<file path="config.mk">
export PLATFORM = sky130hd
export DESIGN_NAME = c_tokenizer_enum_extractor
export DESIGN_NICKNAME = d
export VERILOG_FILES = /design/src/rtl/ctee_pkg.sv /design/src/rtl/ctee_lexer.sv /design/src/rtl/ctee_queue.sv /design/src/rtl/ctee_parser.sv /design/src/rtl/c_tokenizer_enum_extractor.sv
export SDC_FILE = /design/constraint.sdc
export NUM_CORES = 1
export LEC_CHECK = 0
export BUFFER_PORTS_ARGS = -buffer_cell sky130_fd_sc_hd__buf_2
export CAP_MARGIN = 20
export CORE_ASPECT_RATIO = 1.75
export CORE_MARGIN = 2
export CORE_UTILIZATION = 61
export DETAILED_ROUTE_END_ITERATION = 8
export PLACE_DENSITY = 0.83
export SYNTH_ARGS = -nofsm -noshare
export SYNTH_HDL_FRONTEND = slang
export SYNTH_SLANG_ARGS = --single-unit
</file>
<file path="constraint.sdc">
create_clock -name clock -period 9.4 [get_ports clock]
set_input_delay 0.94 -clock clock [delete_from_list [all_inputs] [get_ports clock]]
set_output_delay 0.94 -clock clock [all_outputs]
set_load 0.005 [all_outputs]
</file>
<file path="src/rtl/ctee_pkg.sv">
// Shared types, codes and constants of the C tokenizer with enum extractor.
package ctee_pkg;

   // Longest source text; positions saturate one below it, or at the field maximum
   localparam int MAX_SOURCE_BYTES = 2097152;
   localparam int POS_W            = 21;
   localparam logic [POS_W-1:0] POS_FIELD_MAX = {POS_W{1'b1}};
   localparam logic [POS_W-1:0] POS_LIMIT =
      (MAX_SOURCE_BYTES - 1 > (1 << POS_W) - 1) ? POS_FIELD_MAX : POS_W'(MAX_SOURCE_BYTES - 1);

   // Token queue between lexer and parser
   localparam int QUEUE_DEPTH = 4;
   localparam int QPTR_W      = $clog2(QUEUE_DEPTH);
   localparam int QCNT_W      = $clog2(QUEUE_DEPTH + 1);

   // Stream widths
   localparam int REQ_DATA_W = 8;
   localparam int RSP_DATA_W = 88;
   localparam int RSP_USER_W = 7;

   // Source characters
   localparam logic [7:0] CH_NUL    = 8'h00;
   localparam logic [7:0] CH_LF     = 8'h0a;
   localparam logic [7:0] CH_SLASH  = "/";
   localparam logic [7:0] CH_STAR   = "*";
   localparam logic [7:0] CH_BSLASH = "\\";
   localparam logic [7:0] CH_QUOTE  = 8'h22;
   localparam logic [7:0] CH_LBRACE = "{";
   localparam logic [7:0] CH_UNDER  = "_";

   // Keywords matched while an identifier is scanned
   localparam logic [7:0] KW_ENUM   [4] = '{"e", "n", "u", "m"};
   localparam logic [7:0] KW_STRUCT [6] = '{"s", "t", "r", "u", "c", "t"};

   // Keyword match progress
   localparam logic [3:0] KM_NONE         = 4'd0;
   localparam logic [3:0] KM_ENUM_FIRST   = 4'd1;
   localparam logic [3:0] KM_ENUM_LAST    = 4'd3;
   localparam logic [3:0] KM_ENUM_DONE    = 4'd4;
   localparam logic [3:0] KM_STRUCT_FIRST = 4'd5;
   localparam logic [3:0] KM_STRUCT_LAST  = 4'd9;
   localparam logic [3:0] KM_STRUCT_DONE  = 4'd10;

   // String text tracking: nothing yet, exactly one brace, anything else
   localparam logic [1:0] SIB_EMPTY = 2'd0;
   localparam logic [1:0] SIB_BRACE = 2'd1;
   localparam logic [1:0] SIB_OTHER = 2'd2;

   typedef enum logic [3:0] {
      TC_LPAREN   = 4'd0,
      TC_RPAREN   = 4'd1,
      TC_LBRACE   = 4'd2,
      TC_RBRACE   = 4'd3,
      TC_LBRACKET = 4'd4,
      TC_RBRACKET = 4'd5,
      TC_COLON    = 4'd6,
      TC_SEMI     = 4'd7,
      TC_STAR     = 4'd8,
      TC_STRING   = 4'd9,
      TC_IDENT    = 4'd10,
      TC_END      = 4'd11,
      TC_UNKNOWN  = 4'd12
   } token_class_type;

   typedef enum logic [1:0] {
      KIND_NONE   = 2'd0,
      KIND_ENUM   = 2'd1,
      KIND_STRUCT = 2'd2,
      KIND_BRACE  = 2'd3
   } token_kind_type;

   typedef enum logic [2:0] {
      ROLE_PLAIN  = 3'd0,
      ROLE_OPEN   = 3'd1,
      ROLE_MEMBER = 3'd2,
      ROLE_CLOSE  = 3'd3,
      ROLE_END    = 3'd4
   } enum_role_type;

   typedef enum logic [2:0] {
      LX_IDLE       = 3'd0,
      LX_SLASH      = 3'd1,
      LX_LINE       = 3'd2,
      LX_BLOCK      = 3'd3,
      LX_BLOCK_STAR = 3'd4,
      LX_STR        = 3'd5,
      LX_STR_ESC    = 3'd6,
      LX_IDENT      = 3'd7
   } lexer_mode_type;

   typedef enum logic [2:0] {
      PM_IDLE         = 3'd0,
      PM_AFTER_ENUM   = 3'd1,
      PM_ENUM_NAMED   = 3'd2,
      PM_ENUM_BODY    = 3'd3,
      PM_AFTER_STRUCT = 3'd4,
      PM_STRUCT_NAMED = 3'd5
   } parser_mode_type;

   typedef struct packed {
      token_class_type   cls;
      token_kind_type    kind;
      logic [POS_W-1:0]  start;
      logic [POS_W-1:0]  len;
   } lex_token_type;

   // Tokens caused by one source byte: one, or two when two is set
   typedef struct packed {
      logic          two;
      lex_token_type tok0;
      lex_token_type tok1;
   } entry_type;

   // Queue handshake toward the parser
   typedef struct packed {
      logic      valid;
      entry_type entry;
   } queue_out_type;

endpackage

</file>
<file path="src/rtl/ctee_lexer.sv">
// Front part: takes source bytes, tracks positions and cuts them into tokens.
module ctee_lexer (
   input  logic                                 clock,
   input  logic                                 reset,
   input  logic                                 accept,
   input  logic [7:0]                           source_byte,
   output logic                                 push,
   output ctee_pkg::entry_type                  entry
);

   ctee_pkg::lexer_mode_type        mode_ff, mode_in;
   logic [ctee_pkg::POS_W-1:0]      pos_ff, pos_in;
   logic [ctee_pkg::POS_W-1:0]      pend_ff, pend_in;
   logic [3:0]                      km_ff, km_in;
   logic [1:0]                      sib_ff, sib_in;

   ctee_pkg::lex_token_type         lead_tok, fresh_tok;
   logic                            lead_v, fresh_v;

   function automatic logic [ctee_pkg::POS_W-1:0] sat_inc(input logic [ctee_pkg::POS_W-1:0] p);
      sat_inc = (p >= ctee_pkg::POS_LIMIT) ? ctee_pkg::POS_LIMIT : p + 1'b1;
   endfunction

   function automatic logic [ctee_pkg::POS_W-1:0] span(input logic [ctee_pkg::POS_W-1:0] s,
                                                      input logic [ctee_pkg::POS_W-1:0] p);
      span = (p >= s) ? p - s : '0;
   endfunction

   function automatic logic is_letter(input logic [7:0] c);
      is_letter = (c >= "a" && c <= "z") || (c >= "A" && c <= "Z");
   endfunction

   function automatic logic is_ident_char(input logic [7:0] c);
      is_ident_char = is_letter(c) || (c >= "0" && c <= "9") || c == ctee_pkg::CH_UNDER;
   endfunction

   function automatic logic is_space(input logic [7:0] c);
      is_space = (c == " ") || (c >= 8'd9 && c <= 8'd13);
   endfunction

   // Advance the keyword matcher by one identifier character
   function automatic logic [3:0] km_next(input logic [3:0] km, input logic [7:0] c);
      logic [2:0] sidx;
      sidx = 3'(km - ctee_pkg::KM_ENUM_DONE);
      if (km >= ctee_pkg::KM_ENUM_FIRST && km <= ctee_pkg::KM_ENUM_LAST)
         km_next = (c == ctee_pkg::KW_ENUM[km[1:0]]) ? km + 4'd1 : ctee_pkg::KM_NONE;
      else if (km >= ctee_pkg::KM_STRUCT_FIRST && km <= ctee_pkg::KM_STRUCT_LAST)
         km_next = (c == ctee_pkg::KW_STRUCT[sidx]) ? km + 4'd1 : ctee_pkg::KM_NONE;
      else
         km_next = ctee_pkg::KM_NONE;
   endfunction

   // Next lexer state and the tokens this byte closes or forms
   always_comb begin
      logic fresh;
      logic ended;
      mode_in   = mode_ff;
      pos_in    = pos_ff;
      pend_in   = pend_ff;
      km_in     = km_ff;
      sib_in    = sib_ff;
      lead_v    = 1'b0;
      fresh_v   = 1'b0;
      lead_tok  = '0;
      fresh_tok = '0;
      fresh     = 1'b0;
      ended     = 1'b0;

      unique case (mode_ff)
         ctee_pkg::LX_SLASH: begin
            if (source_byte == ctee_pkg::CH_SLASH) begin
               mode_in = ctee_pkg::LX_LINE;
            end else if (source_byte == ctee_pkg::CH_STAR) begin
               mode_in = ctee_pkg::LX_BLOCK;
            end else begin
               // lone slash
               lead_v         = 1'b1;
               lead_tok.cls   = ctee_pkg::TC_UNKNOWN;
               lead_tok.kind  = ctee_pkg::KIND_NONE;
               lead_tok.start = pend_ff;
               lead_tok.len   = ctee_pkg::POS_W'(1);
               fresh          = 1'b1;
            end
         end
         ctee_pkg::LX_LINE: begin
            if (source_byte == ctee_pkg::CH_NUL) fresh = 1'b1;
            else if (source_byte == ctee_pkg::CH_LF) mode_in = ctee_pkg::LX_IDLE;
         end
         ctee_pkg::LX_BLOCK: begin
            if (source_byte == ctee_pkg::CH_NUL) fresh = 1'b1;
            else if (source_byte == ctee_pkg::CH_STAR) mode_in = ctee_pkg::LX_BLOCK_STAR;
         end
         ctee_pkg::LX_BLOCK_STAR: begin
            if (source_byte == ctee_pkg::CH_NUL) fresh = 1'b1;
            else if (source_byte == ctee_pkg::CH_SLASH) mode_in = ctee_pkg::LX_IDLE;
            else if (source_byte != ctee_pkg::CH_STAR) mode_in = ctee_pkg::LX_BLOCK;
         end
         ctee_pkg::LX_STR, ctee_pkg::LX_STR_ESC: begin
            if (source_byte == ctee_pkg::CH_NUL ||
                (source_byte == ctee_pkg::CH_QUOTE && mode_ff == ctee_pkg::LX_STR)) begin
               lead_v         = 1'b1;
               lead_tok.cls   = ctee_pkg::TC_STRING;
               lead_tok.kind  = (sib_ff == ctee_pkg::SIB_BRACE) ? ctee_pkg::KIND_BRACE
                                                                : ctee_pkg::KIND_NONE;
               lead_tok.start = pend_ff;
               lead_tok.len   = span(pend_ff, pos_ff);
               mode_in        = ctee_pkg::LX_IDLE;
               fresh          = (source_byte == ctee_pkg::CH_NUL);
            end else if (mode_ff == ctee_pkg::LX_STR && source_byte == ctee_pkg::CH_BSLASH) begin
               sib_in  = ctee_pkg::SIB_OTHER;
               mode_in = ctee_pkg::LX_STR_ESC;
            end else begin
               sib_in  = (sib_ff == ctee_pkg::SIB_EMPTY && source_byte == ctee_pkg::CH_LBRACE &&
                          mode_ff == ctee_pkg::LX_STR) ? ctee_pkg::SIB_BRACE
                                                       : ctee_pkg::SIB_OTHER;
               mode_in = ctee_pkg::LX_STR;
            end
         end
         ctee_pkg::LX_IDENT: begin
            if (is_ident_char(source_byte)) begin
               km_in = km_next(km_ff, source_byte);
            end else begin
               lead_v         = 1'b1;
               lead_tok.cls   = ctee_pkg::TC_IDENT;
               lead_tok.kind  = (km_ff == ctee_pkg::KM_ENUM_DONE)   ? ctee_pkg::KIND_ENUM :
                                (km_ff == ctee_pkg::KM_STRUCT_DONE) ? ctee_pkg::KIND_STRUCT :
                                                                      ctee_pkg::KIND_NONE;
               lead_tok.start = pend_ff;
               lead_tok.len   = span(pend_ff, pos_ff);
               fresh          = 1'b1;
            end
         end
         ctee_pkg::LX_IDLE: begin
            fresh = 1'b1;
         end
         default: begin
            fresh = 1'b1;
         end
      endcase

      // Byte that starts something new
      if (fresh) begin
         mode_in         = ctee_pkg::LX_IDLE;
         fresh_tok.kind  = ctee_pkg::KIND_NONE;
         fresh_tok.start = pos_ff;
         fresh_tok.len   = ctee_pkg::POS_W'(1);
         fresh_tok.cls   = ctee_pkg::TC_UNKNOWN;
         if (source_byte == ctee_pkg::CH_NUL) begin
            fresh_v       = 1'b1;
            fresh_tok.cls = ctee_pkg::TC_END;
            ended         = 1'b1;
         end else if (is_space(source_byte)) begin
            fresh_v = 1'b0;
         end else if (source_byte == ctee_pkg::CH_SLASH) begin
            pend_in = pos_ff;
            mode_in = ctee_pkg::LX_SLASH;
         end else if (source_byte == ctee_pkg::CH_QUOTE) begin
            pend_in = sat_inc(pos_ff);
            sib_in  = ctee_pkg::SIB_EMPTY;
            mode_in = ctee_pkg::LX_STR;
         end else if (is_letter(source_byte)) begin
            pend_in = pos_ff;
            km_in   = (source_byte == "e") ? ctee_pkg::KM_ENUM_FIRST :
                      (source_byte == "s") ? ctee_pkg::KM_STRUCT_FIRST : ctee_pkg::KM_NONE;
            mode_in = ctee_pkg::LX_IDENT;
         end else begin
            fresh_v = 1'b1;
            case (source_byte)
               "(":     fresh_tok.cls = ctee_pkg::TC_LPAREN;
               ")":     fresh_tok.cls = ctee_pkg::TC_RPAREN;
               "{":     fresh_tok.cls = ctee_pkg::TC_LBRACE;
               "}":     fresh_tok.cls = ctee_pkg::TC_RBRACE;
               "[":     fresh_tok.cls = ctee_pkg::TC_LBRACKET;
               "]":     fresh_tok.cls = ctee_pkg::TC_RBRACKET;
               ":":     fresh_tok.cls = ctee_pkg::TC_COLON;
               ";":     fresh_tok.cls = ctee_pkg::TC_SEMI;
               "*":     fresh_tok.cls = ctee_pkg::TC_STAR;
               default: fresh_tok.cls = ctee_pkg::TC_UNKNOWN;
            endcase
         end
      end

      // End of text returns the lexer to its reset state
      if (ended) begin
         mode_in = ctee_pkg::LX_IDLE;
         pos_in  = '0;
         pend_in = '0;
         km_in   = ctee_pkg::KM_NONE;
         sib_in  = ctee_pkg::SIB_EMPTY;
      end else begin
         pos_in = sat_inc(pos_ff);
      end
   end

   // Pack the byte's tokens into one queue entry
   assign push       = accept && (lead_v || fresh_v);
   assign entry.two  = lead_v && fresh_v;
   assign entry.tok0 = lead_v ? lead_tok : fresh_tok;
   assign entry.tok1 = fresh_tok;

   // Lexer state registers
   always_ff @(posedge clock) begin
      if (reset) begin
         mode_ff <= ctee_pkg::LX_IDLE;
         pos_ff  <= '0;
         pend_ff <= '0;
         km_ff   <= ctee_pkg::KM_NONE;
         sib_ff  <= ctee_pkg::SIB_EMPTY;
      end else if (accept) begin
         mode_ff <= mode_in;
         pos_ff  <= pos_in;
         pend_ff <= pend_in;
         km_ff   <= km_in;
         sib_ff  <= sib_in;
      end
   end

endmodule

</file>
<file path="src/rtl/ctee_queue.sv">
// Short token queue that decouples the lexer from the parser.
module ctee_queue (
   input  logic                     clock,
   input  logic                     reset,
   input  logic                     push,
   input  ctee_pkg::entry_type      push_entry,
   input  logic                     pop,
   output logic                     full,
   output ctee_pkg::queue_out_type  head
);

   ctee_pkg::entry_type                 slots_ff [ctee_pkg::QUEUE_DEPTH];
   logic [ctee_pkg::QPTR_W-1:0]         wr_ptr_ff, wr_ptr_in;
   logic [ctee_pkg::QPTR_W-1:0]         rd_ptr_ff, rd_ptr_in;
   logic [ctee_pkg::QCNT_W-1:0]         count_ff, count_in;
   logic                                do_push, do_pop;

   assign full       = (count_ff == ctee_pkg::QCNT_W'(ctee_pkg::QUEUE_DEPTH));
   assign head.valid = (count_ff != '0);
   assign head.entry = slots_ff[rd_ptr_ff];
   assign do_push    = push && !full;
   assign do_pop     = pop && head.valid;

   // Pointer and fill count update
   always_comb begin
      wr_ptr_in = wr_ptr_ff;
      rd_ptr_in = rd_ptr_ff;
      count_in  = count_ff;
      if (do_push)
         wr_ptr_in = (wr_ptr_ff == ctee_pkg::QPTR_W'(ctee_pkg::QUEUE_DEPTH - 1)) ? '0
                                                                                : wr_ptr_ff + 1'b1;
      if (do_pop)
         rd_ptr_in = (rd_ptr_ff == ctee_pkg::QPTR_W'(ctee_pkg::QUEUE_DEPTH - 1)) ? '0
                                                                                : rd_ptr_ff + 1'b1;
      if (do_push && !do_pop) count_in = count_ff + 1'b1;
      else if (!do_push && do_pop) count_in = count_ff - 1'b1;
   end

   always_ff @(posedge clock) begin
      if (reset) begin
         wr_ptr_ff <= '0;
         rd_ptr_ff <= '0;
         count_ff  <= '0;
      end else begin
         wr_ptr_ff <= wr_ptr_in;
         rd_ptr_ff <= rd_ptr_in;
         count_ff  <= count_in;
      end
   end

   // Entry storage
   always_ff @(posedge clock) begin
      if (do_push) slots_ff[wr_ptr_ff] <= push_entry;
   end

endmodule

</file>
<file path="src/rtl/ctee_parser.sv">
// Back part: enum recognizer that marks tokens and drives the record register.
module ctee_parser (
   input  logic                               clock,
   input  logic                               reset,
   input  ctee_pkg::queue_out_type            head,
   output logic                               pop,
   input  logic                               out_ready,
   output logic                               out_valid,
   output ctee_pkg::lex_token_type            out_tok,
   output ctee_pkg::enum_role_type            out_role,
   output logic [ctee_pkg::POS_W-1:0]         out_name_start,
   output logic [ctee_pkg::POS_W-1:0]         out_name_len,
   output logic                               out_last
);

   ctee_pkg::parser_mode_type       mode_ff, mode_in;
   logic [ctee_pkg::POS_W-1:0]      held_start_ff, held_start_in;
   logic [ctee_pkg::POS_W-1:0]      held_len_ff, held_len_in;
   logic                            sel_ff;
   logic                            valid_ff;
   ctee_pkg::lex_token_type         tok_ff;
   ctee_pkg::enum_role_type         role_ff, role_in;
   logic [ctee_pkg::POS_W-1:0]      name_start_ff, name_len_ff;
   logic                            last_ff;

   ctee_pkg::lex_token_type         tok;
   logic                            tok_last, load, named, brace;

   // Current token of the head entry
   assign tok      = sel_ff ? head.entry.tok1 : head.entry.tok0;
   assign tok_last = !head.entry.two || sel_ff;
   assign load     = head.valid && (!valid_ff || out_ready);
   assign pop      = load && tok_last;
   assign brace    = (tok.cls == ctee_pkg::TC_LBRACE) || (tok.kind == ctee_pkg::KIND_BRACE);

   // Recognizer next state and role of the token
   always_comb begin
      mode_in       = mode_ff;
      held_start_in = held_start_ff;
      held_len_in   = held_len_ff;
      role_in       = ctee_pkg::ROLE_PLAIN;
      named         = 1'b0;
      unique case (mode_ff)
         ctee_pkg::PM_IDLE: begin
            if (tok.kind == ctee_pkg::KIND_ENUM) mode_in = ctee_pkg::PM_AFTER_ENUM;
            else if (tok.kind == ctee_pkg::KIND_STRUCT) mode_in = ctee_pkg::PM_AFTER_STRUCT;
         end
         ctee_pkg::PM_AFTER_ENUM: begin
            if (tok.cls == ctee_pkg::TC_IDENT) begin
               held_start_in = tok.start;
               held_len_in   = tok.len;
               mode_in       = ctee_pkg::PM_ENUM_NAMED;
            end else begin
               mode_in = ctee_pkg::PM_IDLE;
            end
         end
         ctee_pkg::PM_ENUM_NAMED: begin
            if (brace) begin
               role_in = ctee_pkg::ROLE_OPEN;
               named   = 1'b1;
               mode_in = ctee_pkg::PM_ENUM_BODY;
            end else begin
               mode_in = ctee_pkg::PM_IDLE;
            end
         end
         ctee_pkg::PM_ENUM_BODY: begin
            if (tok.cls == ctee_pkg::TC_RBRACE) begin
               role_in = ctee_pkg::ROLE_CLOSE;
               mode_in = ctee_pkg::PM_IDLE;
            end else if (tok.cls == ctee_pkg::TC_IDENT) begin
               role_in = ctee_pkg::ROLE_MEMBER;
            end else if (tok.cls == ctee_pkg::TC_END) begin
               role_in = ctee_pkg::ROLE_END;
            end
         end
         ctee_pkg::PM_AFTER_STRUCT: begin
            mode_in = (tok.cls == ctee_pkg::TC_IDENT) ? ctee_pkg::PM_STRUCT_NAMED
                                                      : ctee_pkg::PM_IDLE;
         end
         default: begin
            mode_in = ctee_pkg::PM_IDLE;
         end
      endcase
      // End of text returns the recognizer to reset
      if (tok.cls == ctee_pkg::TC_END) begin
         mode_in       = ctee_pkg::PM_IDLE;
         held_start_in = '0;
         held_len_in   = '0;
      end
   end

   // Control state
   always_ff @(posedge clock) begin
      if (reset) begin
         mode_ff       <= ctee_pkg::PM_IDLE;
         held_start_ff <= '0;
         held_len_ff   <= '0;
         sel_ff        <= 1'b0;
         valid_ff      <= 1'b0;
      end else begin
         if (load) begin
            mode_ff       <= mode_in;
            held_start_ff <= held_start_in;
            held_len_ff   <= held_len_in;
            sel_ff        <= !tok_last;
         end
         if (load) valid_ff <= 1'b1;
         else if (out_ready) valid_ff <= 1'b0;
      end
   end

   // Record register
   always_ff @(posedge clock) begin
      if (load) begin
         tok_ff        <= tok;
         role_ff       <= role_in;
         name_start_ff <= named ? held_start_ff : '0;
         name_len_ff   <= named ? held_len_ff : '0;
         last_ff       <= tok_last;
      end
   end

   assign out_valid      = valid_ff;
   assign out_tok        = tok_ff;
   assign out_role       = role_ff;
   assign out_name_start = name_start_ff;
   assign out_name_len   = name_len_ff;
   assign out_last       = last_ff;

endmodule

</file>
<file path="src/rtl/c_tokenizer_enum_extractor.sv">
// Top level of the C tokenizer with enum extractor.
//
// The req channel carries source text, one byte per transaction; a zero byte
// ends a text. The rsp channel carries one token record per transaction:
// class and enum role in tuser, positions and lengths in tdata, and tlast on
// the final record caused by one source byte.
// The lexer takes a byte in every cycle in which the four-entry token queue
// has room. A byte causes zero, one or two records; the parser stage hands
// out one record per cycle while rsp_tready is high, so a byte with two
// records holds the output side for both while the queue keeps the input
// side running. A record passes through the token queue and then the record
// register before it reaches rsp; the second record of a byte follows the first.
// Throughput: one byte per cycle while the queue has room, limited by one
// record per cycle at the record register while rsp_tready is high.
// When rsp_tready is low the record register holds, the queue fills and
// req_tready drops once it is full; nothing is lost.
// Reset (synchronous, active high) clears the lexer, queue, recognizer and
// record valid flag; position counting restarts at zero. The zero byte does
// the same to lexer and recognizer state after its end record.
module c_tokenizer_enum_extractor (
   input  logic                                clock,
   input  logic                                reset,
   // req_tdata: source_byte[7:0]
   input  logic                                req_tvalid,
   output logic                                req_tready,
   input  logic [ctee_pkg::REQ_DATA_W-1:0]     req_tdata,
   // rsp_tdata: token_start[20:0], token_length[41:21], enum_name_start[62:42],
   //            enum_name_length[83:63], zero fill[87:84]
   // rsp_tuser: token_class[3:0], enum_role[6:4]
   output logic                                rsp_tvalid,
   input  logic                                rsp_tready,
   output logic [ctee_pkg::RSP_DATA_W-1:0]     rsp_tdata,
   output logic [ctee_pkg::RSP_USER_W-1:0]     rsp_tuser,
   output logic                                rsp_tlast
);

   logic                            accept;
   logic                            push;
   logic                            pop;
   logic                            full;
   ctee_pkg::entry_type             push_entry;
   ctee_pkg::queue_out_type         head;
   ctee_pkg::lex_token_type         out_tok;
   ctee_pkg::enum_role_type         out_role;
   logic [ctee_pkg::POS_W-1:0]      out_name_start;
   logic [ctee_pkg::POS_W-1:0]      out_name_len;

   assign req_tready = !full;
   assign accept     = req_tvalid && req_tready;

   ctee_lexer u_lexer (
      .clock       (clock),
      .reset       (reset),
      .accept      (accept),
      .source_byte (req_tdata),
      .push        (push),
      .entry       (push_entry)
   );

   ctee_queue u_queue (
      .clock      (clock),
      .reset      (reset),
      .push       (push),
      .push_entry (push_entry),
      .pop        (pop),
      .full       (full),
      .head       (head)
   );

   ctee_parser u_parser (
      .clock          (clock),
      .reset          (reset),
      .head           (head),
      .pop            (pop),
      .out_ready      (rsp_tready),
      .out_valid      (rsp_tvalid),
      .out_tok        (out_tok),
      .out_role       (out_role),
      .out_name_start (out_name_start),
      .out_name_len   (out_name_len),
      .out_last       (rsp_tlast)
   );

   // Record packing
   assign rsp_tdata = {4'b0000, out_name_len, out_name_start, out_tok.len, out_tok.start};
   assign rsp_tuser = {out_role, out_tok.cls};

endmodule

</file>
**Yosys cells after proc, flatten, opt, wreduce, memory -nomap -nowiden**

Memory sizes are Yosys's and may differ from the RTL's. A register that Yosys moved wholly into a read port is not among the register bits.
Cells that the tools add are included.

- Flip-flop bits (word level): 197
- RAM bits: 388
- Bits in read-only memories: 64
- Word-level logic and storage cells: 277
- Memories: 2

- $add $sub $neg: 8
- Magnitude comparators: 16
- Equality and inequality tests: 55
- Mux-type cells: 122
- Bitwise logic cells: 2
- Reduce and logical (&&, ||, !) cells: 52

Memory list:

| memory | words | bits a word | read ports | clocked after Yosys merged registers in | wr ports | RTL line | RTL |
|---|---|---|---|---|---|---|---|
| u_queue.slots_ff | 4 | 97 | 1 | 1 | 1 | ctee_queue.sv:12 | `ctee_pkg::entry_type slots_ff [ctee_pkg::QUEUE_DEPTH];` |
| (name not given) | 8 | 8 | 1 | 0 | 0 | ctee_lexer.sv:48 | `km_next = (c == ctee_pkg::KW_STRUCT[sidx]) ? km + 4'd1 : ctee_pkg::KM_NONE;` |

Operators with widths:

| operator | count |
|---|---|
| 21-bit two-way mux | 16 |
| 48-bit two-way mux | 7 |
| 48-bit case mux with 3 select lines | 1 |
| 3-bit two-way mux | 28 |
| 4-bit two-way mux | 19 |
| 8-bit by 6-bit == test with 1-bit output (second input constant) | 8 |
| 8-bit by 7-bit == test with 1-bit output (second input constant) | 8 |
| 2-bit two-way mux | 20 |
| 4-bit case mux with 9 select lines | 1 |
| 8-bit two-way mux | 4 |
| 3-bit case mux with 5 select lines | 2 |
| 21-bit by 1-bit adder with 21-bit output (second input constant) | 1 |
| 21-bit >= comparator | 1 |
| 21-bit >= comparator (second input constant) | 1 |
| 21-bit subtractor | 1 |
| 1-bit two-way mux | 20 |
| 1-bit logical AND | 19 |
| 3-bit == test (second input constant) | 6 |
| 8-bit binary-select mux with 2-bit select | 1 |
| 8-bit == test | 2 |
| 8-bit by 7-bit >= comparator with 1-bit output (second input constant) | 2 |
| 8-bit by 7-bit <= comparator with 1-bit output (second input constant) | 2 |
| 3-bit by 2-bit == test with 1-bit output (second input constant) | 4 |
| 4-bit == test (second input constant) | 3 |
| other kinds (46) | 78 |

**Depth between registers and ports, before layout**

Gate-level depths: netlist (run 1).

- Word-level depth: 18
- Gate-level depth with buffers: 14

**By module**

From an unflattened synthesis (run 1), not the netlist that was laid out.

- Cell total of the unflattened synthesis: 1,787
- Area total of the unflattened synthesis: 26,086.3 sq um

By module, submodules not included:

| module | instances | cells an instance | area each (sq um) | sequential area each (sq um) |
|---|---|---|---|---|
| ctee_queue | 1 | 557 | 14,452.6 | 11,831.3 |
| ctee_parser | 1 | 460 | 6,088.3 | 3,763.6 |
| ctee_lexer | 1 | 763 | 5,501.5 | 1,021.0 |
| c_tokenizer_enum_extractor | 1 | 7 | 43.8 | 0.0 |

**Worst setup path before layout (run 1)**

Ideal clock, no wire load.

- Kind: input-to-reg
- From: in rsp_tready
- To: reg u_queue.count_ff[2] (netlist name)
- Library setup time: 0.070 ns
- Data arrival time: 7.577 ns
- Data required time: 9.330 ns
- Path slack: 1.753 ns
- Stages: 9
- Path through: inv_1 a21oi_1 nand2_1 ha_1 inv_1 fa_1 xor2_1 or3_1 a21oi_1

- Word-level cells in the longest chain between the ends: 7

Ends and longest elaborated chain:

| item | RTL line | RTL |
|---|---|---|
| start: declaration | c_tokenizer_enum_extractor.sv:31 | `input logic rsp_tready,` |
| 1-bit logical OR * | ctee_parser.sv:32 | `assign load = head.valid && (!valid_ff \|\| out_ready);` |
| 1-bit logical AND * | ctee_parser.sv:32 |  |
| named net u_parser.load | ctee_parser.sv:27 | `logic tok_last, load, named, brace;` |
| 1-bit logical AND * | ctee_parser.sv:33 | `assign pop = load && tok_last;` |
| 1-bit logical AND * | ctee_queue.sv:22 | `assign do_pop = pop && head.valid;` |
| 1-bit logical NOT | ctee_queue.sv:35 | `if (do_push && !do_pop) count_in = count_ff + 1'b1;` |
| 1-bit logical AND | ctee_queue.sv:35 |  |
| 3-bit two-way mux or 2-bit nonzero test (tied branches) | - |  |
| end signal: assignment | ctee_queue.sv:47 | `count_ff <= count_in;` |
| end: declaration | ctee_queue.sv:15 | `logic [ctee_pkg::QCNT_W-1:0] count_ff, count_in;` |

The timed path passes the listed nets; every way through them passes the cells marked *.
A chain may end at the register's enable or synchronous reset.

**Worst setup path after layout (run 1)**

- From: in req_tdata[4] (netlist name)
- To: mem u_queue.slots_ff[2][66] (netlist name), enable pin

- Word-level cells in the longest chain between the ends: 14

Ends and longest elaborated chain:

| item | RTL line | RTL |
|---|---|---|
| start: declaration | c_tokenizer_enum_extractor.sv:26 | `input logic [ctee_pkg::REQ_DATA_W-1:0] req_tdata,` |
| 8-bit by 7-bit >= comparator with 1-bit output or 8-bit by 7-bit <= comparator with 1-bit output (tied branches) | ctee_lexer.sv:30 | `is_letter = (c >= "a" && c <= "z") \|\| (c >= "A" && c <= "Z");` |
| 1-bit logical AND | ctee_lexer.sv:30 |  |
| 1-bit logical OR | ctee_lexer.sv:30 |  |
| 1-bit two-way mux | ctee_lexer.sv:161 | `end else if (is_letter(source_byte)) begin` |
| 1-bit two-way mux | ctee_lexer.sv:157 | `end else if (source_byte == ctee_pkg::CH_QUOTE) begin` |
| 1-bit two-way mux | ctee_lexer.sv:154 | `end else if (source_byte == ctee_pkg::CH_SLASH) begin` |
| 1-bit two-way mux | ctee_lexer.sv:152 | `end else if (is_space(source_byte)) begin` |
| 1-bit two-way mux | ctee_lexer.sv:148 | `if (source_byte == ctee_pkg::CH_NUL) begin` |
| 1-bit two-way mux | ctee_lexer.sv:142 | `if (fresh) begin` |
| 1-bit logical OR * | ctee_lexer.sv:196 | `assign push = accept && (lead_v \|\| fresh_v);` |
| 1-bit logical AND * | ctee_lexer.sv:196 |  |
| 1-bit logical AND * | ctee_queue.sv:21 | `assign do_push = push && !full;` |
| named net u_queue.do_push | ctee_queue.sv:16 | `logic do_push, do_pop;` |
| 1-bit two-way mux * | ctee_queue.sv:53 | `if (do_push) slots_ff[wr_ptr_ff] <= push_entry;` |
| 1-bit two-way mux (not written as such) * | ctee_queue.sv:53 |  |
| end: declaration | ctee_queue.sv:12 |  |

Marks and branches as above.

==> flow_metrics.py, run 1 <==
metrics = {
    "synthesis": {
        "ys_warn_count": 0,
        "synth_cell_type_count": 84,
        "seq_area_frac_synth_pct": 63.6,
        "synthTopCellsByArea": "edfxtp_1 54%, dfxtp_1 9.8%, mux4_2 7.6%",
        "synth_common_cells": "392 x edfxtp_1, 120 x nor2_1, 107 x dfxtp_1",
        "syn_area_per_cell_sq_um": 14.0,
        "synth_top_cell_by_area": "edfxtp_1",
        "synth_top_area_share_pct": 53.8,
        "synth-main-ff-cell": "edfxtp_1",
        "ys_ff_latch": 499,
        "synthCells": 1562,
        "yosysMostFrequentCell": "edfxtp_1",
        "synth_edf_count": 392,
        "async_reset_ff_share_pct": 0,
        "synthesis.area_sq_mm": 0.0219,
    },
    "finish": {
        "drive_gt1_share_pct": 20.8,
        "area.growth.synth_to_final_pct": 10.3,
        "n_antenna_cell": 0,
        "postLayoutCellArea_sq_mm": 0.0241,
        "n_fill_cell": 2310,
        "nNetsFinal": 1684,
        "final_cells": 2133,
    },
    "power_and_ir_drop": {
        "p_comb_share_pct": 24.5,
        "powerDensity_mw_per_mm2": 263,
        "vdd_ir_drop_max_uv": 213,
        "seq_power_share_pct": 47.9,
        "sw_frac_of_total_pct": 28.4,
        "intPower_mw": 4.55,
        "pwr-share-clk_pct": 27.6,
        "p_sw_mw": 1.80,
        "p_leak_nw": 8.46,
    },
    "floorplan": {
        "top_level_ports": 110,
        "initial_core_util_pct": 62.0,
        "fp.dieH_um": 254,
        "dieWidth_um": 147,
        "rows": 91,
        "die_area_sq_mm": 0.0374,
        "core_area_sq_mm": 0.0353,
    },
    "sta": {
        "finalCriticalPeriod_ns": 4.85,
        "fin_skew_ns": 0.0149,
        "worst_pin_slew_ns": 1.15,
        "finalSetupTns_ns": 0,
        "hold_viol": 0,
        "fmax_mhz": 206,
        "timing.final.crit_share_pct": 51.6,
        "slew_violations": 0,
        "setup_viol": 0,
        "rsz0062_at_grt": "false",
        "relSlewSlack_pct": 23.3,
    },
    "setup_path": {
        "crit_top_cell": "buf_4",
        "reg2reg_slack_ns": 5.24,
        "worst-path-buf-inv": 3,
        "crit_family": "simple AND/OR/NAND/NOR gates",
        "critPathRequiredTime_ns": 9.57,
        "critical_path.reg2reg.endpoint": "u_queue.slots_ff[2][66]",
        "crit_cells": 10,
        "worstPathMaxFanout": 48,
        "startpoint_type": "primary input",
        "criticalPathCategory": "primary input to flip-flop",
        "worstPathCellList": "buf_2, nor3_2, and3_1, nor3_1, a211oi_2, a21oi_2, buf_4, a21oi_1, and2_4, buf_4",
        "cpPeakStageDelay_ns": 0.83,
        "ff2ff_path_depth": 7,
        "slowest_stage": "and3_1",
        "endpoint_kind": "flip-flop",
        "timing.critical_path.from": "req_tdata[4]",
        "reg2reg_from": "u_lexer.mode_ff[2]",
        "cp.arrival_ns": 5.03,
    },
    "worst_hold_path": {
        "holdCritStartpoint": "u_queue.rd_ptr_ff[0]",
        "hold_class": "flip-flop to flip-flop",
        "whs_path_depth": 2,
    },
    "clock_network": {
        "cts.sinks": 499,
        "cts_buffers": 42,
        "path_clk_slew_ns": 0.06,
        "cts_setup_buffers": 0,
        "cts_tree": "done",
        "hold_buffers": 0,
        "htreeDepth": 2,
        "cts.repair.resized": 0,
        "cts_root_buf": "clkbuf_16",
        "clock_latency_ns": 0.55,
        "clk_path_buf_depth": 3,
    },
    "drt": {
        "detail_route.drc_violations": 0,
        "wl_per_cell_um": 23.5,
        "vias": 13800,
        "viasPerCell": 6.49,
        "drt_iter0_drc": 1345,
        "wl_mm": 50.2,
        "drtPass1Iterations": 5,
        "ant_nets": 0,
    },
    "place": {
        "placed_area_sq_mm": 0.0227,
        "dp_hpwl_mm": 32.6,
        "portBuffers": 105,
        "dp_cells": 2055,
        "place.gp.congestion": 0.969,
    },
    "grt": {
        "grtUsageMet2_pct": 48.2,
        "grt_overflow": 0,
        "grt_pass1_vias": 13900,
        "grt_usage_pct": 26.9,
        "grt_use_met3_pct": 3.65,
        "globalRouteMet1Util_pct": 31.2,
        "antenna_found_initial": 0,
        "grt-busiest-layer": "met2",
        "grt_pass1_wl_mm": 77.6,
        "grt_max_degree": 76,
    },
    "flow_run": {
        "maxCapViolations": 0,
    },
    "status": {
        "status": "complete, no violations",
    },
}
[worst reg2reg max path, stage by stage, from the launching register on]
cell and delay [ns]:
dfxtp_1 0.61, nand3_1 0.19, o21ai_0 0.24, o32a_1 0.76
nand4_1 0.27, a21oi_1 0.50, and2_4 0.50, buf_4 0.65
[logic make-up (layout without fill, tap and decap cells)]
family / after synthesis / count (layout) / synth area share, %
compound gates: 320 / 320 / 10.4
xor+xnor: 16 / 16 / 0.641
fa+ha+maj: 36 / 36 / 2.13
buf+inv: 153 / 256 / 3.06
flops: 499 / 499 / 63.6
mux: 126 / 126 / 10.3
other cells: 1 / 4 / 0.0171
simple gates: 411 / 411 / 9.82
[layer usage]
layer / vias up / share of wire (%)
met5: - / 0
met4: 0 / 6.0
met3: 181 / 5.9
met2: 683 / 52
met1: 6796 / 36
li1: 6188 / -
[through the flow]
step	worst slack, ns	power (mW)	utilization [%]	hold slack, ns
2_1_floorplan	1.75	4.13	-	0.450
6_report	4.55	6.35	68.4	0.491
4_1_cts	4.65	6.37	68.3	0.497
3_5_place_dp	4.09	4.61	64.3	0.488
3_3_place_gp	4.21	4.56	64.3	0.465
5_1_grt	4.32	6.60	68.4	0.520
[power groups by stage]
stage	clock network, mW	logic [mW]	registers [mW]
floorplan	0	1.06	3.08
global placement	0	1.49	3.06
detailed placement	0	1.53	3.09
CTS	1.77	1.55	3.05
global route	1.85	1.67	3.08
finish	1.75	1.55	3.04
[worst max path at each step]
stage | slack, ns | to
final | 4.55 | u_queue.slots_ff[2][66]
after global routing | 4.32 | u_queue.slots_ff[2][66]
after CTS | 4.65 | u_queue.slots_ff[2][66]
after detailed placement | 4.09 | u_queue.slots_ff[2][67]
after global placement | 4.21 | u_queue.slots_ff[2][65]
after floorplan | 1.75 | u_queue.count_ff[2]
[cell usage in the layout, fill, tap and decap left out, types with 32 or more instances in the layout]
master / netlist / final
inv_1: 50 / 50
and2_1: 52 / 48
buf_2: 19 / 105
a22oi_1: 40 / 40
ha_1: 34 / 34
dfxtp_1: 107 / 104
a21oi_1: 58 / 57
mux4_2: 74 / 74
nor2_1: 120 / 120
clkbuf_16: 0 / 45
nand2_1: 54 / 54
o21ai_0: 40 / 40
and3_1: 32 / 32
edfxtp_1: 392 / 392
mux2_2: 48 / 48
[flip-flops by register name, summed over array words and instances (netlist names), 2 cells and up, named ones only]
name,count
u_parser.mode_ff,3
u_parser.held_start_ff,21
u_parser.out_role,3
u_parser.held_len_ff,21
u_queue.slots_ff,300
u_parser.out_tok,46
u_queue.wr_ptr_ff,2
u_queue.rd_ptr_ff,2
u_queue.count_ff,3
u_lexer.pos_ff,21
u_lexer.mode_ff,3
u_parser.out_name_len,21
u_lexer.sib_ff,2
u_lexer.pend_ff,21
u_lexer.km_ff,4
u_parser.out_name_start,21
[area by class of cell]
class | count | area [sq um] | area share [%]
clock buffer | 59 | 1220 | 5.05
clock inverter | 17 | 183 | 0.757
inverter | 50 | 188 | 0.778
multi-input combinational | 913 | 7320 | 30.4
sequential | 499 | 13900 | 57.7
tap | 465 | 582 | 2.41
timing repair buffer | 130 | 713 | 2.96
(Power assumes the default switching activity.)
==> run 2, diff against run 1 <==
==> constraint.sdc (replaced) <==
create_clock -name clock -period 5 [get_ports clock]
set_input_delay 0.5 -clock clock [delete_from_list [all_inputs] [get_ports clock]]
set_output_delay 0.5 -clock clock [all_outputs]
set_load 0.005 [all_outputs]
==> flow_metrics.py, run 2 (same netlist as run 1, synthesis figures left out) <==
metrics = {
    "drt": {
        "vias": 14000,
        "drt_iter0_drc": 1103,
        "detail_route.drc_violations": 0,
        "wl_mm": 51.6,
        "ant_nets": 0,
        "drtPass1Iterations": 5,
        "viasPerCell": 6.54,
        "wl_per_cell_um": 24.1,
    },
    "clock_network": {
        "clk_path_buf_depth": 3,
        "htreeDepth": 2,
        "cts.sinks": 499,
        "path_clk_slew_ns": 0.07,
        "hold_buffers": 0,
        "cts_root_buf": "clkbuf_16",
        "cts_buffers": 42,
        "clock_latency_ns": 0.56,
        "cts_setup_buffers": 0,
        "cts_tree": "done",
        "cts.repair.resized": 0,
    },
    "place": {
        "place.gp.congestion": 0.950,
        "dp_cells": 2064,
        "portBuffers": 105,
        "dp_hpwl_mm": 33.9,
    },
    "sta": {
        "hold_viol": 0,
        "finalSetupTns_ns": 0,
        "timing.final.crit_share_pct": 75.0,
        "relSlewSlack_pct": 25.3,
        "fmax_mhz": 267,
        "setup_viol": 0,
        "fin_skew_ns": 0.0172,
        "slew_violations": 0,
        "rsz0062_at_grt": "false",
        "worst_pin_slew_ns": 1.11,
        "finalCriticalPeriod_ns": 3.75,
    },
    "finish": {
        "drive_gt1_share_pct": 21.7,
        "largest_reg_flops": 300,
        "final_common_cell": "edfxtp_1",
        "nNetsFinal": 1691,
        "final_cells": 2141,
        "largest_register": "u_queue.slots_ff",
        "area.growth.synth_to_final_pct": 11.1,
        "final_cell_mix": "392 x edfxtp_1, 120 x nor2_1, 105 x buf_2",
        "n_antenna_cell": 0,
    },
    "grt": {
        "grt_max_degree": 76,
        "grt_usage_pct": 27.6,
        "grt_overflow": 0,
        "antenna_found_initial": 1,
        "grt_pass1_wl_mm": 79.3,
        "grt_pass1_vias": 13900,
    },
    "setup_path": {
        "criticalPathCategory": "flip-flop to flip-flop",
        "timing.critical_path.from": "u_lexer.pos_ff[2]",
        "cp.arrival_ns": 4.04,
        "critPathRequiredTime_ns": 5.28,
        "endpoint_kind": "flip-flop",
        "reg2reg_slack_ns": 1.25,
        "critical_path.reg2reg.endpoint": "u_queue.slots_ff[0][59]",
        "worstPathMaxFanout": 12,
        "crit_path_end": "u_queue.slots_ff[0][59]",
        "reg2reg_from": "u_lexer.pos_ff[2]",
        "startpoint_type": "flip-flop",
        "ff2ff_path_depth": 8,
    },
    "floorplan": {
        "rows": 91,
        "core_area_sq_mm": 0.0353,
        "dieWidth_um": 147,
        "top_level_ports": 110,
        "die_area_sq_mm": 0.0374,
        "fp.dieH_um": 254,
        "initial_core_util_pct": 62.0,
    },
    "power_and_ir_drop": {
        "p_leak_nw": 8.56,
        "powerDensity_mw_per_mm2": 498,
        "vdd_ir_drop_max_uv": 282,
    },
    "worst_hold_path": {
        "hold_class": "primary input to flip-flop",
    },
    "flow_run": {
        "maxCapViolations": 0,
    },
    "status": {
        "status": "complete, no violations",
    },
}
## run 2: critical path, cell delays in order (launching register included)
cell	delay [ns]
dfxtp_1	0.44
ha_1	0.48
o2111ai_1	0.23
a31oi_1	0.53
a41oi_1	0.34
o22ai_1	0.42
o311ai_4	0.27
buf_4	0.25
nor4_1	0.52
## run 2: per-layer routing
metal  routed length (um)  global-route usage [%]  vias to the layer above  part of all wire (%)
li1                     -                       -                     6198                     -
met1                18600                    32.3                     6982                    36
met2                27300                    50.1                      661                    53
met3                 3060                    3.54                      156                   5.9
met4                 2650                    13.7                        0                   5.1
met5                    0                       0                        -                     0
## run 2: final cells by class
cell class / count / area [sq um]
sequential: 499 / 13900
clock inverter: 20 / 213
inverter: 50 / 188
timing repair buffer: 137 / 820
tap: 465 / 582
multi-input combinational: 913 / 7340
clock buffer: 57 / 1240
fill: 2306 / 11000
## run 2: report_power, final
part	internal (mW)	total (mW)	leakage, nW	switching (mW)
combinational	1.29	2.96	3.14	1.67
clock	1.96	3.41	0.722	1.46
sequential	5.40	5.72	4.69	0.319
## run 2: per-stage QoR
step / worst slack, ns / hold slack (ns) / instance area [sq um] / utilization [%] / total power [mW]
floorplan: 0.177 / 0.450 / 21900 / - / 7.74
global route: 1.02 / 0.305 / 24300 / 68.8 / 12.6
CTS: 1.27 / 0.254 / 24300 / 68.8 / 12.1
detailed placement: 0.870 / 0.488 / 22800 / 64.7 / 8.74
global placement: 0.893 / 0.464 / 22800 / 64.7 / 8.64
finish: 1.25 / 0.268 / 24300 / 68.8 / 12.1
## run 2: how the worst min path moves through the flow
stage | to | cells after the start | slack, ns | from
after floorplan | u_lexer.pend_ff[15] | 1 | 0.45 | u_lexer.pend_ff[15]
after global placement | flip-flop | 2 | 0.46 | u_queue.rd_ptr_ff[0]
after detailed placement | u_lexer.km_ff[1] | 2 | 0.49 | u_lexer.km_ff[1]
after CTS | u_parser.out_valid | 4 | 0.25 | rsp_tready
after global routing | u_parser.out_valid | 4 | 0.30 | rsp_tready
final | u_parser.out_valid | 4 | 0.27 | rsp_tready
==> run 3, diff against run 2 <==
--- a/config.mk
+++ b/config.mk
@@ -5,13 +5,14 @@
 export SDC_FILE = /design/constraint.sdc
 export NUM_CORES = 1
 export LEC_CHECK = 0
+export ABC_AREA = 1
 export BUFFER_PORTS_ARGS = -buffer_cell sky130_fd_sc_hd__buf_2
 export CAP_MARGIN = 20
 export CORE_ASPECT_RATIO = 1.75
 export CORE_MARGIN = 2
-export CORE_UTILIZATION = 61
+export CORE_UTILIZATION = 62
 export DETAILED_ROUTE_END_ITERATION = 8
-export PLACE_DENSITY = 0.83
+export PLACE_DENSITY = 0.84
 export SYNTH_ARGS = -nofsm -noshare
 export SYNTH_HDL_FRONTEND = slang
 export SYNTH_SLANG_ARGS = --single-unit
==> constraint.sdc (replaced) <==
create_clock -name clock -period 3.75 [get_ports clock]
set_input_delay 0.375 -clock clock [delete_from_list [all_inputs] [get_ports clock]]
set_output_delay 0.375 -clock clock [all_outputs]
set_load 0.005 [all_outputs]
==> flow_metrics.py, run 3 <==
metrics = {
    "sta": {
        "hold_ws_ns": 0.306,
        "relSlewSlack_pct": 31.9,
        "timing.final.crit_share_pct": 81.5,
        "slew_violations": 0,
        "hold_viol": 0,
        "fin_skew_ns": 0.0180,
        "rsz0062_at_grt": "false",
        "worst_pin_slew_ns": 1.01,
        "setup_viol": 0,
        "fmax_mhz": 327,
        "finalCriticalPeriod_ns": 3.05,
    },
    "place": {
        "placed_area_sq_mm": 0.0238,
        "dp_hpwl_mm": 39.5,
        "portBuffers": 105,
        "place.gp.congestion": 0.973,
    },
    "setup_path": {
        "ff2ff_path_depth": 17,
        "startpoint_type": "flip-flop",
        "critPathRequiredTime_ns": 4.18,
        "endpoint_kind": "flip-flop",
        "worstPathMaxFanout": 7,
        "criticalPathCategory": "flip-flop to flip-flop",
        "cp.arrival_ns": 3.49,
    },
    "finish": {
        "largest_register": "u_queue.slots_ff",
        "area.growth.synth_to_final_pct": 11.1,
        "nNetsFinal": 2552,
        "n_antenna_cell": 0,
        "final_common_cell": "nor2_1",
        "regArea_sq_mm": 0.0139,
        "largest_reg_flops": 300,
        "postLayoutCellArea_sq_mm": 0.0253,
        "n_fill_cell": 2534,
        "drive_gt1_share_pct": 9.97,
        "multi_input_area_sq_mm": 0.00749,
        "final_cell_mix": "505 x nor2_1, 455 x nand2_1, 392 x edfxtp_1",
    },
    "drt": {
        "vias": 17800,
        "viasPerCell": 5.91,
        "wl_mm": 58.7,
        "ant_nets": 0,
        "drtPass1Iterations": 6,
        "detail_route.drc_violations": 0,
        "drt_iter0_drc": 1875,
        "wl_per_cell_um": 19.5,
    },
    "clock_network": {
        "cts.sinks": 499,
        "cts_root_buf": "clkbuf_16",
        "htreeDepth": 2,
        "clk_path_buf_depth": 3,
        "cts_setup_buffers": 0,
        "hold_buffers": 0,
        "cts_buffers": 42,
        "cts_tree": "done",
        "path_clk_slew_ns": 0.07,
        "cts.repair.resized": 0,
        "clock_latency_ns": 0.55,
    },
    "synthesis": {
        "synth_edf_count": 392,
        "ys_ff_latch": 499,
        "synth_common_cells": "509 x nor2_1, 455 x nand2_1, 392 x edfxtp_1",
        "syn_area_per_cell_sq_um": 9.37,
        "ys_warn_count": 0,
        "synth-main-ff-cell": "edfxtp_1",
        "synthesis.area_sq_mm": 0.0227,
        "synthTopCellsByArea": "edfxtp_1 52%, dfxtp_1 9.4%, nor2_1 8.4%",
        "synthCells": 2427,
        "synth_top_area_share_pct": 51.8,
        "synth_top_cell_by_area": "edfxtp_1",
        "yosysMostFrequentCell": "nor2_1",
        "synth_cell_type_count": 45,
        "async_reset_ff_share_pct": 0,
        "seq_area_frac_synth_pct": 61.2,
    },
    "floorplan": {
        "top_level_ports": 110,
        "rows": 92,
        "fp.dieH_um": 257,
        "die_area_sq_mm": 0.0383,
        "dieWidth_um": 149,
        "initial_core_util_pct": 62.9,
        "core_area_sq_mm": 0.0361,
    },
    "power_and_ir_drop": {
        "p_leak_nw": 9.78,
        "powerDensity_mw_per_mm2": 719,
        "vdd_ir_drop_max_uv": 500,
    },
    "grt": {
        "grt_max_degree": 96,
        "grt_pass1_wl_mm": 90.7,
        "grt_usage_pct": 30.5,
        "grt_overflow": 0,
        "antenna_found_initial": 0,
        "grt_pass1_vias": 17200,
    },
    "worst_hold_path": {
        "hold_class": "primary input to flip-flop",
        "whs_path_depth": 4,
    },
    "status": {
        "status": "complete, no violations",
    },
    "flow_run": {
        "maxCapViolations": 0,
    },
}
[run 3: cell types whose count changed after synthesis, moves of 48 or more]
cell,delta
mux2_2,-48
o21ai_0,+196
nand3_1,+57
mux4_2,-74
and2_1,-51
nand2_1,+401
inv_1,+154
nor2_1,+389
[run 3: cell families after synthesis]
| logic type | count (synthesis) | share of synthesized area (%) |
|---|---|---|
| AOI/OAI and AO/OA | 413 | 9.55 |
| xor gates and xnor gates | 33 | 1.27 |
| adders and majority gates | 36 | 2.05 |
| buffers and inverters | 331 | 6.11 |
| DFF | 499 | 61.2 |
| other | 1 | 0.0165 |
| and+or+nand+nor | 1114 | 19.8 |
[run 3: layout make-up]
cell class,instances,area share [%]
flip-flops and latches,499,55.1
multi-input cells,1600,29.7
clock buffers,60,4.84
repair buffers,148,4.05
inverters,213,3.18
well taps,470,2.33
clock inverters,17,0.808
[run 3: worst max-delay path, cell delays in order, from the launching register on]
cell     delay [ns]
dfxtp_1        0.38
inv_1          0.13
nor3_1         0.39
nand4_1        0.18
nand2_2        0.13
nand2_1        0.09
nand2_1        0.18
nor2_4         0.05
nand2_1        0.18
nand2_2        0.09
inv_2          0.08
ha_1           0.13
inv_1          0.07
fa_1           0.39
a21oi_1        0.15
o21ai_0        0.11
o21ai_0        0.15
a21oi_1        0.05
[run 3: report_power, final]
group,switching [mW],total [mW],internal [mW]
clock network,1.94,4.50,2.56
logic,4.08,5.82,1.74
registers,0.402,7.82,7.42
total,6.42,18.1,11.7
[run 3: layer usage]
metal  track usage [%]  vias up  routed length [um]
met5                 0        -                   0
met4              19.9        0                4090
met3              4.17      208                4100
met2              53.8      865               30500
met1              34.3     8457               20000
li1                  -     8233                   -
[run 3: worst paths after layout]
kind | endpoint | startpoint | slack, ns
worst min register to register | u_lexer.pend_ff[13] | u_lexer.pend_ff[13] | 0.46
worst max register to register | u_queue.count_ff[2] | u_lexer.mode_ff[2] | 0.70
worst max-delay path | u_queue.count_ff[2] | u_lexer.mode_ff[2] | 0.70
worst min-delay path | u_parser.out_valid | rsp_tready | 0.31
[run 3: through the flow]
step	std cells	power, mW	worst slack, ns	util (%)	setup TNS (ns)
after CTS	3007	18.1	0.683	69.9	0
after detailed placement	2930	13.5	0.558	65.9	0
after floorplan	2430	11.7	-0.300	-	-90.12
after global placement	2930	13.3	0.550	65.9	0
final	3007	18.1	0.696	69.9	0
after global routing	3007	19.0	0.377	69.9	0
